$ cat src/design/psg3t1n_pkg.sv
`default_nettype none

package psg3t1n_pkg;

    // Tone channels that are ticked and mixed (the register map always holds three)
    localparam int TONE_CHANNELS = 3;
    localparam int TONE_REGS     = 3;

    // Field and register widths
    localparam int PERIOD_W = 10;
    localparam int COUNT_W  = 11;
    localparam int ATTEN_W  = 4;
    localparam int LFSR_W   = 15;
    localparam int CLOCK_W  = 23;
    localparam int RATE_W   = 18;
    localparam int THRESH_W = 22;
    localparam int ACC_W    = 25;
    localparam int LEVEL_W  = 13;
    localparam int SUM_W    = 17;
    localparam int SAMPLE_W = 14;
    localparam int CFG_W    = 23;
    localparam int CFG_IDX_W = 1;

    // Configuration register indexes
    localparam logic [CFG_IDX_W-1:0] CFG_CHIP_CLOCK  = 1'b0;
    localparam logic [CFG_IDX_W-1:0] CFG_SAMPLE_RATE = 1'b1;

    localparam logic [CLOCK_W-1:0] CHIP_CLOCK_RESET  = 23'd3546900;
    localparam logic [RATE_W-1:0]  SAMPLE_RATE_RESET = 18'd48000;

    // Chip register map codes
    localparam logic [2:0] REG_NOISE_MODE = 3'd6;

    // Input actions
    localparam logic ACT_WRITE  = 1'b0;
    localparam logic ACT_SAMPLE = 1'b1;

    localparam logic [LFSR_W-1:0]  LFSR_SEED     = 15'h4000;
    localparam logic [COUNT_W-1:0] TONE_CD_RESET = 11'h400;

    typedef enum logic [2:0] {
        ST_IDLE,
        ST_ADD,
        ST_TICK,
        ST_MIX,
        ST_OUT
    } psg_state_t;

    // Commands from the controller to the datapath
    typedef struct packed {
        logic bus_write;
        logic acc_add;
        logic tick;
        logic mix;
        logic load_out;
    } dp_cmd_t;

    // Status from the datapath to the controller
    typedef struct packed {
        logic mute;
        logic tick_due;
        logic out_free;
    } dp_sts_t;

    // Period register of zero acts as the longest period
    function automatic logic [COUNT_W-1:0] period_or_max(input logic [PERIOD_W-1:0] p);
        period_or_max = (p == '0) ? TONE_CD_RESET : {1'b0, p};
    endfunction

    function automatic logic [COUNT_W-1:0] noise_cd_load(input logic [1:0] mode,
                                                         input logic [PERIOD_W-1:0] tone2);
        case (mode)
            2'd0:    noise_cd_load = 11'h010;
            2'd1:    noise_cd_load = 11'h020;
            2'd2:    noise_cd_load = 11'h040;
            default: noise_cd_load = period_or_max(tone2);
        endcase
    endfunction

    // 2 dB attenuation steps, code 15 is silent
    function automatic logic [LEVEL_W-1:0] atten_level(input logic [ATTEN_W-1:0] code);
        case (code)
            4'd0:    atten_level = 13'd8191;
            4'd1:    atten_level = 13'd6506;
            4'd2:    atten_level = 13'd5168;
            4'd3:    atten_level = 13'd4105;
            4'd4:    atten_level = 13'd3261;
            4'd5:    atten_level = 13'd2590;
            4'd6:    atten_level = 13'd2057;
            4'd7:    atten_level = 13'd1634;
            4'd8:    atten_level = 13'd1298;
            4'd9:    atten_level = 13'd1031;
            4'd10:   atten_level = 13'd819;
            4'd11:   atten_level = 13'd650;
            4'd12:   atten_level = 13'd516;
            4'd13:   atten_level = 13'd410;
            4'd14:   atten_level = 13'd326;
            default: atten_level = 13'd0;
        endcase
    endfunction

endpackage

`default_nettype wire

$ cat src/design/psg_three_tone_one_noise.sv
// Bus write: taken while idle; the next item is taken in the following cycle.
// Sample request: ST_ADD, then ST_TICK for N = ticks owed, one tick per cycle
// (about clock / (16 * rate), e.g. 4 or 5 at the reset settings), then ST_MIX, ST_OUT;
// when muted, only ST_MIX and ST_OUT. Input stalls until the output register is free.
// Reset (rst_n, asynchronous, active low) restores the chip registers and
// configuration to their power-on values and empties the output register.
`default_nettype none

module psg_three_tone_one_noise
    import psg3t1n_pkg::*;
(
    input  wire logic                  clk,
    input  wire logic                  rst_n,
    input  wire logic                  cfg_we,
    input  wire logic [CFG_IDX_W-1:0]  cfg_index,
    input  wire logic [CFG_W-1:0]      cfg_data,
    input  wire logic                  in_valid,
    output logic                       in_stall,
    input  wire logic                  action,
    input  wire logic [7:0]            write_byte,
    output logic                       out_valid,
    input  wire logic                  out_stall,
    output logic signed [SAMPLE_W-1:0] sample_value
);

    dp_cmd_t cmd;
    dp_sts_t sts;

    // Sequence each transfer
    psg3t1n_ctrl u_ctrl (
        .clk      (clk),
        .rst_n    (rst_n),
        .in_valid (in_valid),
        .action   (action),
        .in_stall (in_stall),
        .sts      (sts),
        .cmd      (cmd)
    );

    // Hold chip state, tick and mix
    psg3t1n_dp u_dp (
        .clk          (clk),
        .rst_n        (rst_n),
        .cfg_we       (cfg_we),
        .cfg_index    (cfg_index),
        .cfg_data     (cfg_data),
        .write_byte   (write_byte),
        .cmd          (cmd),
        .sts          (sts),
        .out_stall    (out_stall),
        .out_valid    (out_valid),
        .sample_value (sample_value)
    );

endmodule

`default_nettype wire

$ cat src/design/psg3t1n_ctrl.sv
`default_nettype none

module psg3t1n_ctrl
    import psg3t1n_pkg::*;
(
    input  wire logic    clk,
    input  wire logic    rst_n,
    input  wire logic    in_valid,
    input  wire logic    action,
    output logic         in_stall,
    input  wire dp_sts_t sts,
    output dp_cmd_t      cmd
);

    psg_state_t state_reg;
    psg_state_t state_next;
    logic       in_xfer;

    assign in_xfer = in_valid && (state_reg == ST_IDLE);

    // Advance the sequencer
    always_comb
    begin
        state_next = state_reg;
        case (state_reg)
            ST_IDLE:
            begin
                if (in_xfer && (action == ACT_SAMPLE))
                begin
                    state_next = sts.mute ? ST_MIX : ST_ADD;
                end
            end
            ST_ADD:
            begin
                state_next = ST_TICK;
            end
            ST_TICK:
            begin
                if (!sts.tick_due)
                begin
                    state_next = ST_MIX;
                end
            end
            ST_MIX:
            begin
                state_next = ST_OUT;
            end
            ST_OUT:
            begin
                if (sts.out_free)
                begin
                    state_next = ST_IDLE;
                end
            end
            default:
            begin
                state_next = ST_IDLE;
            end
        endcase
    end

    // Drive datapath commands and the input stall
    always_comb
    begin
        cmd      = '0;
        in_stall = (state_reg != ST_IDLE);
        case (state_reg)
            ST_IDLE: cmd.bus_write = in_xfer && (action == ACT_WRITE);
            ST_ADD:  cmd.acc_add   = 1'b1;
            ST_TICK: cmd.tick      = sts.tick_due;
            ST_MIX:  cmd.mix       = 1'b1;
            ST_OUT:  cmd.load_out  = sts.out_free;
            default: cmd           = '0;
        endcase
    end

    always_ff @(posedge clk or negedge rst_n)
    begin
        if (!rst_n)
        begin
            state_reg <= ST_IDLE;
        end
        else
        begin
            state_reg <= state_next;
        end
    end

`ifndef ASSERT_OFF
    a_tick_ends: assert property (@(posedge clk) disable iff (!rst_n)
        (state_reg == ST_TICK && !sts.tick_due) |=> (state_reg == ST_MIX))
        else $error("tick phase did not hand over to mixing");

    a_sample_leaves_idle: assert property (@(posedge clk) disable iff (!rst_n)
        (in_xfer && action == ACT_SAMPLE) |=> (state_reg != ST_IDLE))
        else $error("sample request transfer did not start work");
`endif

endmodule

`default_nettype wire

$ cat src/design/psg3t1n_dp.sv
`default_nettype none

module psg3t1n_dp
    import psg3t1n_pkg::*;
(
    input  wire logic                 clk,
    input  wire logic                 rst_n,
    input  wire logic                 cfg_we,
    input  wire logic [CFG_IDX_W-1:0] cfg_index,
    input  wire logic [CFG_W-1:0]     cfg_data,
    input  wire logic [7:0]           write_byte,
    input  wire dp_cmd_t              cmd,
    output dp_sts_t                   sts,
    input  wire logic                 out_stall,
    output logic                      out_valid,
    output logic signed [SAMPLE_W-1:0] sample_value
);

    logic [CLOCK_W-1:0]  clock_reg;
    logic [RATE_W-1:0]   rate_reg;

    logic [PERIOD_W-1:0] period_reg  [TONE_REGS];
    logic [PERIOD_W-1:0] period_next [TONE_REGS];
    logic [COUNT_W-1:0]  tone_cd_reg [TONE_REGS];
    logic [COUNT_W-1:0]  tone_cd_next[TONE_REGS];
    logic [TONE_REGS-1:0] tone_lvl_reg;
    logic [TONE_REGS-1:0] tone_lvl_next;
    logic [ATTEN_W-1:0]  atten_reg  [4];
    logic [ATTEN_W-1:0]  atten_next [4];
    logic [2:0]          nmode_reg, nmode_next;
    logic [LFSR_W-1:0]   lfsr_reg, lfsr_next;
    logic                nlvl_reg, nlvl_next;
    logic [COUNT_W-1:0]  ncd_reg, ncd_next;
    logic [2:0]          latch_reg, latch_next;
    logic [ACC_W-1:0]    acc_reg, acc_next;
    logic                out_valid_reg, out_valid_next;
    logic signed [SUM_W-1:0]    sum_reg, sum_next;
    logic signed [SAMPLE_W-1:0] sample_reg, sample_next;

    logic [THRESH_W-1:0] thresh;
    logic                is_latch;
    logic [2:0]          wr_reg_sel;
    logic                lfsr_fb;
    logic [LFSR_W-1:0]   lfsr_shift;
    logic signed [SUM_W-1:0] rounded;
    logic signed [SUM_W-1:0] quot;

    assign thresh        = {rate_reg, 4'b0000};
    assign sts.mute      = (rate_reg == '0);
    assign sts.tick_due  = (acc_reg >= {{(ACC_W-THRESH_W){1'b0}}, thresh});
    assign sts.out_free  = !out_valid_reg || !out_stall;
    assign out_valid     = out_valid_reg;
    assign sample_value  = sample_reg;

    // Hold the configuration registers
    always_ff @(posedge clk or negedge rst_n)
    begin
        if (!rst_n)
        begin
            clock_reg <= CHIP_CLOCK_RESET;
            rate_reg  <= SAMPLE_RATE_RESET;
        end
        else if (cfg_we)
        begin
            if (cfg_index == CFG_CHIP_CLOCK)
            begin
                clock_reg <= cfg_data[CLOCK_W-1:0];
            end
            else
            begin
                rate_reg <= cfg_data[RATE_W-1:0];
            end
        end
    end

    assign is_latch   = write_byte[7];
    assign wr_reg_sel = is_latch ? write_byte[6:4] : latch_reg;
    assign lfsr_fb    = nmode_reg[2] ? (lfsr_reg[0] ^ lfsr_reg[1]) : lfsr_reg[0];
    assign lfsr_shift = {lfsr_fb, lfsr_reg[LFSR_W-1:1]};

    // Bus writes and chip ticks
    always_comb
    begin
        for (int c = 0; c < TONE_REGS; c++)
        begin
            period_next[c]  = period_reg[c];
            tone_cd_next[c] = tone_cd_reg[c];
        end
        for (int a = 0; a < 4; a++)
        begin
            atten_next[a] = atten_reg[a];
        end
        tone_lvl_next = tone_lvl_reg;
        nmode_next    = nmode_reg;
        lfsr_next     = lfsr_reg;
        nlvl_next     = nlvl_reg;
        ncd_next      = ncd_reg;
        latch_next    = latch_reg;

        if (cmd.bus_write)
        begin
            if (is_latch)
            begin
                latch_next = write_byte[6:4];
            end
            if (wr_reg_sel == REG_NOISE_MODE)
            begin
                // Noise mode write restarts the shift register
                nmode_next = write_byte[2:0];
                lfsr_next  = LFSR_SEED;
                nlvl_next  = 1'b1;
                ncd_next   = noise_cd_load(write_byte[1:0], period_reg[2]);
            end
            else if (wr_reg_sel[0])
            begin
                for (int a = 0; a < 4; a++)
                begin
                    if (wr_reg_sel[2:1] == a[1:0])
                    begin
                        atten_next[a] = write_byte[3:0];
                    end
                end
            end
            else
            begin
                for (int c = 0; c < TONE_REGS; c++)
                begin
                    if (wr_reg_sel[2:1] == c[1:0])
                    begin
                        if (is_latch)
                        begin
                            period_next[c] = {period_reg[c][9:4], write_byte[3:0]};
                        end
                        else
                        begin
                            period_next[c] = {write_byte[5:0], period_reg[c][3:0]};
                        end
                    end
                end
            end
        end

        if (cmd.tick)
        begin
            for (int c = 0; c < TONE_REGS; c++)
            begin
                if (c < TONE_CHANNELS)
                begin
                    if (tone_cd_reg[c] > 11'd1)
                    begin
                        tone_cd_next[c] = tone_cd_reg[c] - 11'd1;
                    end
                    else
                    begin
                        tone_cd_next[c]  = period_or_max(period_reg[c]);
                        tone_lvl_next[c] = !tone_lvl_reg[c];
                    end
                end
            end
            if (ncd_reg > 11'd1)
            begin
                ncd_next = ncd_reg - 11'd1;
            end
            else
            begin
                ncd_next  = noise_cd_load(nmode_reg[1:0], period_reg[2]);
                lfsr_next = lfsr_shift;
                nlvl_next = lfsr_shift[0];
            end
        end
    end

    // Advance the rate accumulator
    always_comb
    begin
        acc_next = acc_reg;
        if (cmd.acc_add)
        begin
            acc_next = acc_reg + {{(ACC_W-CLOCK_W){1'b0}}, clock_reg};
        end
        else if (cmd.tick)
        begin
            acc_next = acc_reg - {{(ACC_W-THRESH_W){1'b0}}, thresh};
        end
    end

    // Mix the channels, then divide by four toward zero
    always_comb
    begin
        logic signed [SUM_W-1:0] term;
        term     = '0;
        sum_next = '0;
        for (int c = 0; c < TONE_REGS; c++)
        begin
            if (c < TONE_CHANNELS)
            begin
                term     = signed'({{(SUM_W-LEVEL_W){1'b0}}, atten_level(atten_reg[c])});
                sum_next = tone_lvl_reg[c] ? (sum_next + term) : (sum_next - term);
            end
        end
        term     = signed'({{(SUM_W-LEVEL_W){1'b0}}, atten_level(atten_reg[3])});
        sum_next = nlvl_reg ? (sum_next + term) : (sum_next - term);
        if (sts.mute)
        begin
            sum_next = '0;
        end
    end

    assign rounded     = sum_reg + (sum_reg[SUM_W-1] ? 17'sd3 : 17'sd0);
    assign quot        = rounded >>> 2;
    assign sample_next = quot[SAMPLE_W-1:0];

    // Keep the output valid until the transfer completes
    assign out_valid_next = cmd.load_out ? 1'b1 : (out_valid_reg && out_stall);

    always_ff @(posedge clk or negedge rst_n)
    begin
        if (!rst_n)
        begin
            for (int c = 0; c < TONE_REGS; c++)
            begin
                period_reg[c]  <= '0;
                tone_cd_reg[c] <= TONE_CD_RESET;
            end
            for (int a = 0; a < 4; a++)
            begin
                atten_reg[a] <= 4'hf;
            end
            tone_lvl_reg  <= '1;
            nmode_reg     <= '0;
            lfsr_reg      <= LFSR_SEED;
            nlvl_reg      <= 1'b1;
            ncd_reg       <= noise_cd_load(2'd0, '0);
            latch_reg     <= '0;
            acc_reg       <= '0;
            out_valid_reg <= 1'b0;
        end
        else
        begin
            for (int c = 0; c < TONE_REGS; c++)
            begin
                period_reg[c]  <= period_next[c];
                tone_cd_reg[c] <= tone_cd_next[c];
            end
            for (int a = 0; a < 4; a++)
            begin
                atten_reg[a] <= atten_next[a];
            end
            tone_lvl_reg  <= tone_lvl_next;
            nmode_reg     <= nmode_next;
            lfsr_reg      <= lfsr_next;
            nlvl_reg      <= nlvl_next;
            ncd_reg       <= ncd_next;
            latch_reg     <= latch_next;
            acc_reg       <= acc_next;
            out_valid_reg <= out_valid_next;
        end
    end

    // Payload registers
    always_ff @(posedge clk)
    begin
        if (cmd.mix)
        begin
            sum_reg <= sum_next;
        end
        if (cmd.load_out)
        begin
            sample_reg <= sample_next;
        end
    end

`ifndef ASSERT_OFF
    a_valid_from_load: assert property (@(posedge clk) disable iff (!rst_n)
        $rose(out_valid_reg) |-> $past(cmd.load_out))
        else $error("output valid raised without a load");

    a_acc_settled: assert property (@(posedge clk) disable iff (!rst_n)
        (cmd.mix && !sts.mute) |-> !sts.tick_due)
        else $error("mixing started with ticks still owed");

    a_mute_zero: assert property (@(posedge clk) disable iff (!rst_n)
        (cmd.mix && sts.mute) |=> (sum_reg == '0))
        else $error("muted sample did not mix to zero");
`endif

endmodule

`default_nettype wire
$ cat config.mk
export PLATFORM = sky130hd
export DESIGN_NAME = psg_three_tone_one_noise
export DESIGN_NICKNAME = d
export VERILOG_FILES = /design/src/design/psg3t1n_pkg.sv /design/src/design/psg_three_tone_one_noise.sv /design/src/design/psg3t1n_ctrl.sv /design/src/design/psg3t1n_dp.sv
export SDC_FILE = /design/constraint.sdc
export NUM_CORES = 1
export LEC_CHECK = 0
export BUFFER_PORTS_ARGS = -buffer_cell sky130_fd_sc_hd__buf_2
export CORE_MARGIN = 2
export CORE_UTILIZATION = 60
export DETAILED_ROUTE_END_ITERATION = 8
export GPL_TIMING_DRIVEN = 0
export PLACE_DENSITY_LB_ADDON = 0.15
export SYNTH_ARGS = -nofsm -noshare
export SYNTH_HDL_FRONTEND = slang
export SYNTH_HIERARCHICAL = 1
export SYNTH_SLANG_ARGS = --single-unit
$ cat constraint.sdc
create_clock -name clk -period 7.18 [get_ports clk]
set_clock_uncertainty 0.15 [all_clocks]
set_input_delay 0.718 -clock clk [delete_from_list [all_inputs] [get_ports clk]]
set_output_delay 0.718 -clock clk [all_outputs]
set_load 0.01 [all_outputs]
Word-level counts from Yosys, hierarchy flattened:

Memories as Yosys holds them, arrays and structs flattened.
Index checks and enable logic that the tools add are counted.

* register bits: 216
* ROM bits: 832
* input bits: 38
* output and inout bits: 16
* word-level logic and storage cells: 155
* memories: 4

Memories
* (name not given): depth 16, width 13, rd ports 1, clocked after Yosys merged registers in 0, write ports 0, line psg3t1n_pkg.sv:82 `case (code)`
* (name not given): depth 16, width 13, rd ports 1, clocked after Yosys merged registers in 0, write ports 0, line psg3t1n_pkg.sv:82
* (name not given): depth 16, width 13, rd ports 1, clocked after Yosys merged registers in 0, write ports 0, line psg3t1n_pkg.sv:82
* (name not given): depth 16, width 13, rd ports 1, clocked after Yosys merged registers in 0, write ports 0, line psg3t1n_pkg.sv:82

* add/subtract/negate cells: 14
* order comparisons: 5
* equal/unequal tests: 15
* multiplexer cells: 40
* bitwise gates (word level): 9
* reduce and logical (&&, ||, !) cells: 40

Operator list (number)
* 11-bit two-way mux: 10
* 17-bit two-way mux: 4
* 11-bit case mux with 3 select lines: 2
* 15-bit two-way mux: 4
* 17-bit by 14-bit adder with 17-bit output: 3
* 17-bit by 14-bit subtractor with 17-bit output: 3
* 25-bit two-way mux: 2
* 11-bit by 1-bit greater-than comparator with 1-bit output (second input constant): 4
* 11-bit by 1-bit subtractor with 11-bit output (second input constant): 4
* 10-bit zero test: 3
* 5-bit AND reduction: 6
* 25-bit by 23-bit adder with 25-bit output: 1
* 25-bit by 22-bit >= comparator with 1-bit output: 1
* 25-bit by 22-bit subtractor with 25-bit output: 1
* 18-bit zero test: 1
* 16-bit adder: 1
* 4-bit AND reduction: 4
* 3-bit case mux with 5 select lines: 1
* 2-bit AND reduction: 7
* 1-bit by 13-bit subtractor with 14-bit output (first input constant): 1
* 3-bit two-way mux: 4
* 1-bit two-way mux: 11
* 2-bit == test (second input constant): 4
* 1-bit inverter: 8
* 16 further kinds: 33

Logic depth before layout (Yosys ltp):

An unclocked memory read counts as a cell.

* word-level depth: 9
* gate-level depth with buffers: 32
* depth with buffers taken out: 32

Modules after synthesis:

Netlist, hierarchy kept.

By module, submodules not included
* psg3t1n_dp: times used 1, cells each 1797, area an instance 16042.9 µm², sequential area each 5539.1 µm²
* psg3t1n_ctrl: times used 1, cells each 18, area an instance 186.4 µm², sequential area each 75.1 µm²

Least setup slack after synthesis:

No wires, ideal clock.

* path kind: register to register
* start: register u_dp/atten_reg[13] in the netlist's numbering
* end: register u_dp.sum_reg[16] (data pin)
* setup time: 262 ps
* data arrival time: 6198 ps
* required time: 6768 ps
* setup slack: 570 ps
* stages on the path, launching flop included: 32
* buffers on the path: 0
* clock period less this slack: 6610 ps
* cell sequence: dfstp_2 inv_1 ha_1 xor2_1 o22ai_1 inv_1 ha_1 mux2_2 ha_1 a21o_1 a21oi_1 o21bai_1 a21o_1 a21oi_1 o21ai_0 nor2_1 xnor2_1 ha_1 a21o_1 a2111oi_0 o21ai_0 xor2_1 ha_1 nand2_1 or2_2 a21oi_1 o41ai_1 a21oi_1 or2b_2 nor2_1 o41ai_1 nand2_1

* word-level cells in the longest chain between the ends: 9
* elaborated cells on any way between the ends: 12
* classes of those cells: 7 x add/sub; 4 x mux; 1 x memory

RTL lines
* start: declaration: line psg3t1n_dp.sv:28 `logic [ATTEN_W-1:0] atten_reg [4];`
* start signal: indexed assignment: line psg3t1n_dp.sv:247 `atten_reg[a] <= atten_next[a];`
* memory 16 x 13 bit (*)
* 1-bit by 13-bit subtractor with 14-bit output: line psg3t1n_dp.sv:198 `sum_next = tone_lvl_reg[c] ? (sum_next + term) : (sum_next - term);`
* 17-bit two-way mux (*): line psg3t1n_dp.sv:198
* 17-bit by 14-bit subtractor with 17-bit output / 17-bit by 14-bit adder with 17-bit output (equally long branches): line psg3t1n_dp.sv:198
* 17-bit two-way mux (*): line psg3t1n_dp.sv:198
* 17-bit by 14-bit subtractor with 17-bit output / 17-bit by 14-bit adder with 17-bit output (equally long branches): line psg3t1n_dp.sv:198
* 17-bit two-way mux (*): line psg3t1n_dp.sv:198
* 17-bit by 14-bit subtractor with 17-bit output / 17-bit by 14-bit adder with 17-bit output (equally long branches): line psg3t1n_dp.sv:202 `sum_next = nlvl_reg ? (sum_next + term) : (sum_next - term);`
* 17-bit two-way mux (*): line psg3t1n_dp.sv:202
* end signal: assignment: line psg3t1n_dp.sv:265 `sum_reg <= sum_next;`
* end: declaration: line psg3t1n_dp.sv:37 `logic signed [SUM_W-1:0] sum_reg, sum_next;`

Every way passes the cells marked *; elsewhere a longest branch is shown, timed or not.
A chain may end at the register's enable or synchronous reset.

Worst setup path in the final report:

* start: register u_dp/atten_reg[9] in the netlist's numbering
* end: register u_dp.sum_reg[16] (data pin)

* word-level cells in the longest chain between the ends: 7
* elaborated cells on any way between the ends: 10
* classes of those cells: 6 x add/sub; 3 x mux; 1 x memory

RTL lines (line)
* memory 16 x 13 bit (*)
* 17-bit by 14-bit subtractor with 17-bit output / 17-bit by 14-bit adder with 17-bit output (equally long branches): psg3t1n_dp.sv:198
* 17-bit two-way mux (*): psg3t1n_dp.sv:198
* 17-bit by 14-bit subtractor with 17-bit output / 17-bit by 14-bit adder with 17-bit output (equally long branches): psg3t1n_dp.sv:198
* 17-bit two-way mux (*): psg3t1n_dp.sv:198
* 17-bit by 14-bit subtractor with 17-bit output / 17-bit by 14-bit adder with 17-bit output (equally long branches): psg3t1n_dp.sv:202
* 17-bit two-way mux (*): psg3t1n_dp.sv:202

Marks and branches as above.

==> impl_results.md <==
- Drt pass-1 iters: 5
- Post-synth EDFFs: 31
- Avg WL per Cell: 17.75 um
- I/O Pins: 54
- Routability cong.: 0.9115
- WP data arrival: 7170 ps
- Pin count of the biggest net entering global routing: 123
- Largest cells by area after synthesis: dfrtp_1 22%, ha_1 9.6%, dfstp_2 7.0%
- Syn_nets: 1982
- Core area: 0.02673 mm2
- CP Data Required Time: 7280 ps
- CP dominant cell by count: nand2_1
- Hold Violations, Final: 0
- # DRC: 0
- All-Layer GR Usage: 28.07%
- Largest area contributor in the netlist: dfrtp_1
- Critical path origin: u_dp/atten_reg[9]$_DFFE_PN1P_
- Port Buf Inserts: 50
- Worst reg2reg endpoint: u_dp/sum_reg[16]$_SDFFCE_PP0P_
- CTS root buf: clkbuf_16
- Commonest non-fill, non-tap cell in the layout: nand2_1
- Critical Path End Type: flip-flop
- HPWL after detailed placement: 29420 um
- Overflow after GRT: 0
- Hold WS: 253.6 ps
- Type of the worst setup path: reg2reg
- Slew margin rel.: 20.53%
- Final max-slew violation count: 0
- Finished Layout Cells: 2280
- Synth-to-Final Area Change: 12.02%
- Via count: 13909
- # H-tree levels: 1
- Chip height: 168.5 um
- Final wirelength: 40480 um
- Number of clock sinks: 216
- Register area share after synthesis: 34.59%
- Placed Instances: 2207
- Tightest Pin Transition: 1182 ps
- CP max stage delay: 560 ps
- Fin Setup TNS: 0 ps
- DRT iter0 DRCs: 935
- Hold/Removal Path Class: in2reg
- Post-synth cell types: 89
- Yosys warning total: 6
- Die width: 168.5 um
- Startpoint types: flip-flop
- Ys flop type: dfrtp_1
- R2R Path Start: u_dp/atten_reg[9]$_DFFE_PN1P_
- Number of fill cells: 2176
- Total CTS buffers: 24
- Mapped Cells: 1815
- Clock tree buffer depth: 3
- Share of cells above drive strength 1: 17.17%
- Fmax: 141.4 MHz
- # setup viols final: 0
- # nets final: 2088
- # diodes: 0
- Initial antenna violation count: 0
- Setup WS post-layout: 107.4 ps
- Crit-path slowest cell: mux4_2
- Most frequent cells in the layout: 173 x nand2_1, 142 x dfrtp_1, 141 x nor2_1, 141 x a21oi_1, 126 x o21ai_0
- Die area: 0.02838 mm2
- Drt via density: 6.100
- CTS tree: yes
- Synthesized area: 0.01623 mm2
- Minimum clock period: 7073 ps
- Crit path max fanout: 6
- Worst-case reg-to-reg path depth: 31
- Initial Util: 60.73%
- # rows: 60
- Fraction of registers with async set/reset: 85.65%
- #FFs+latches synth: 216
- Routed Antenna Nets: 0
- Clk_lat worst skew: 550 ps
- Critical path endpoint: u_dp/sum_reg[16]$_SDFFCE_PP0P_
- Global-route wire length before repair: 65580 um
- Vias in the first global route: 13265
- R2R Setup Slk: 110 ps
- Status: finished, final reports clean
- Largest register FFs: 33
- Max-Cap Viols: 0
- Mean Syn Cell Area: 8.942 um2
- Yosys top cell area share: 21.89%
- Clk pin slew, worst setup/hold paths: 60 ps
- Fin crit share: 98.50%
- Worst Setup Slack post-DPL: -300.8 ps
## worst min path at each step
| stage | startpoint | to | cells after the start |
|---|---|---|---|
| 6_report | cfg_data[19] | u_dp/clock_reg[19]$_DFFE_PN0P_ | 2 |
| 4_1_cts | cfg_data[22] | u_dp/clock_reg[22]$_DFFE_PN0P_ | 2 |
| 3_3_place_gp | u_dp/lfsr_reg[9]$_DFF_PN0_ | u_dp/lfsr_reg[8]$_DFF_PN0_ | 2 |
| 5_1_grt | cfg_data[22] | u_dp/clock_reg[22]$_DFFE_PN0P_ | 2 |
| 3_5_place_dp | u_dp/lfsr_reg[8]$_DFF_PN0_ | u_dp/lfsr_reg[7]$_DFF_PN0_ | 2 |
| 2_1_floorplan | rst_n | u_ctrl/state_reg[0]$_DFFE_PN0P_ | 0 |
## cell type report
class                      instances  area (um2)  share of cell area, %
timing repair buffer              80       508.0                  2.794
clock inverter                    13       131.4                 0.7226
multi-input combinational       1441       10180                  56.02
clock buffer                      31       666.9                  3.668
tap                              341       426.7                  2.347
buffer                            65       295.3                  1.624
inverter                          93       352.8                  1.941
sequential                       216        5614                  30.88
## cell usage after synthesis, types with 4 or more instances
cell type / count
a31oi_1: 19
inv_1: 91
o211ai_1: 18
o31ai_1: 8
xnor2_1: 74
fa_1: 5
nand2b_1: 28
dfstp_2: 43
ha_1: 124
and3_1: 12
a32oi_1: 4
or3_1: 13
or2_2: 11
and2_1: 6
xor2_1: 63
nand4_1: 8
nor2b_1: 28
nor3_1: 40
nand3b_1: 9
mux4_2: 5
or4_1: 5
edfxtp_1: 31
nor3b_1: 11
a21o_1: 40
nor4_1: 15
mux2i_1: 25
o22ai_1: 7
o31a_1: 4
a21oi_1: 149
o21bai_1: 11
clkbuf_1: 48
nand3_1: 51
buf_1: 6
a31o_2: 4
nand2_1: 174
buf_2: 6
mux2_2: 83
a22oi_1: 19
o21ai_0: 131
a211oi_1: 22
nor2_1: 143
o21a_1: 19
dfrtp_1: 142
## routing by layer
layer  vias to the layer above  share of wire [%]  global-route usage (%)
met5                         -                  0                       0
met4                         0                2.5                   7.121
met3                        61                4.5                   2.923
met2                       356                 50                   49.36
met1                      6773                 44                   37.29
li1                       6719                  -                       -
## critical path, delay by kind of cell (launching register included)
family,cells,cell delay (ps)
AO/OA/AOI/OAI,10,2130
XOR/XNOR,3,580
adder cells (fa/ha/maj),4,1180
buffers and inverters,2,240
flip-flops,1,550
multiplexers,1,560
AND/OR/NAND/NOR,11,1400
## kinds of logic after synthesis
| logic type | count (synthesis) | synth area share [%] |
|---|---|---|
| mux | 113 | 7.995 |
| fa+ha+maj | 129 | 10.18 |
| xor+xnor | 138 | 7.540 |
| flops | 216 | 34.59 |
| simple gates | 570 | 16.89 |
| buf+inv | 158 | 3.932 |
| compound gates | 491 | 18.87 |
## metrics by stage
stage,cell area [um2],util [%]
6_report,18180,68.02
5_1_grt,18180,68.02
4_1_cts,17800,66.60
3_5_place_dp,16940,63.40
3_3_place_gp,16910,63.26
2_1_floorplan,16230,-
## repair_timing
| action | 4_1_cts | 5_1_grt |
|---|---|---|
| hold buffers | 1 | 0 |
| resized for setup | 7 | 47 |
| hold endpoints to repair | 42 | 0 |
| setup endpoints to repair | 1 | 2 |
| pin swaps | 1 | 35 |
| buffers inserted | 2 | 26 |
Power is left out: the tool's default activity adds up to more than one toggle a clock period on the data nets, which glitch-free logic cannot reach.
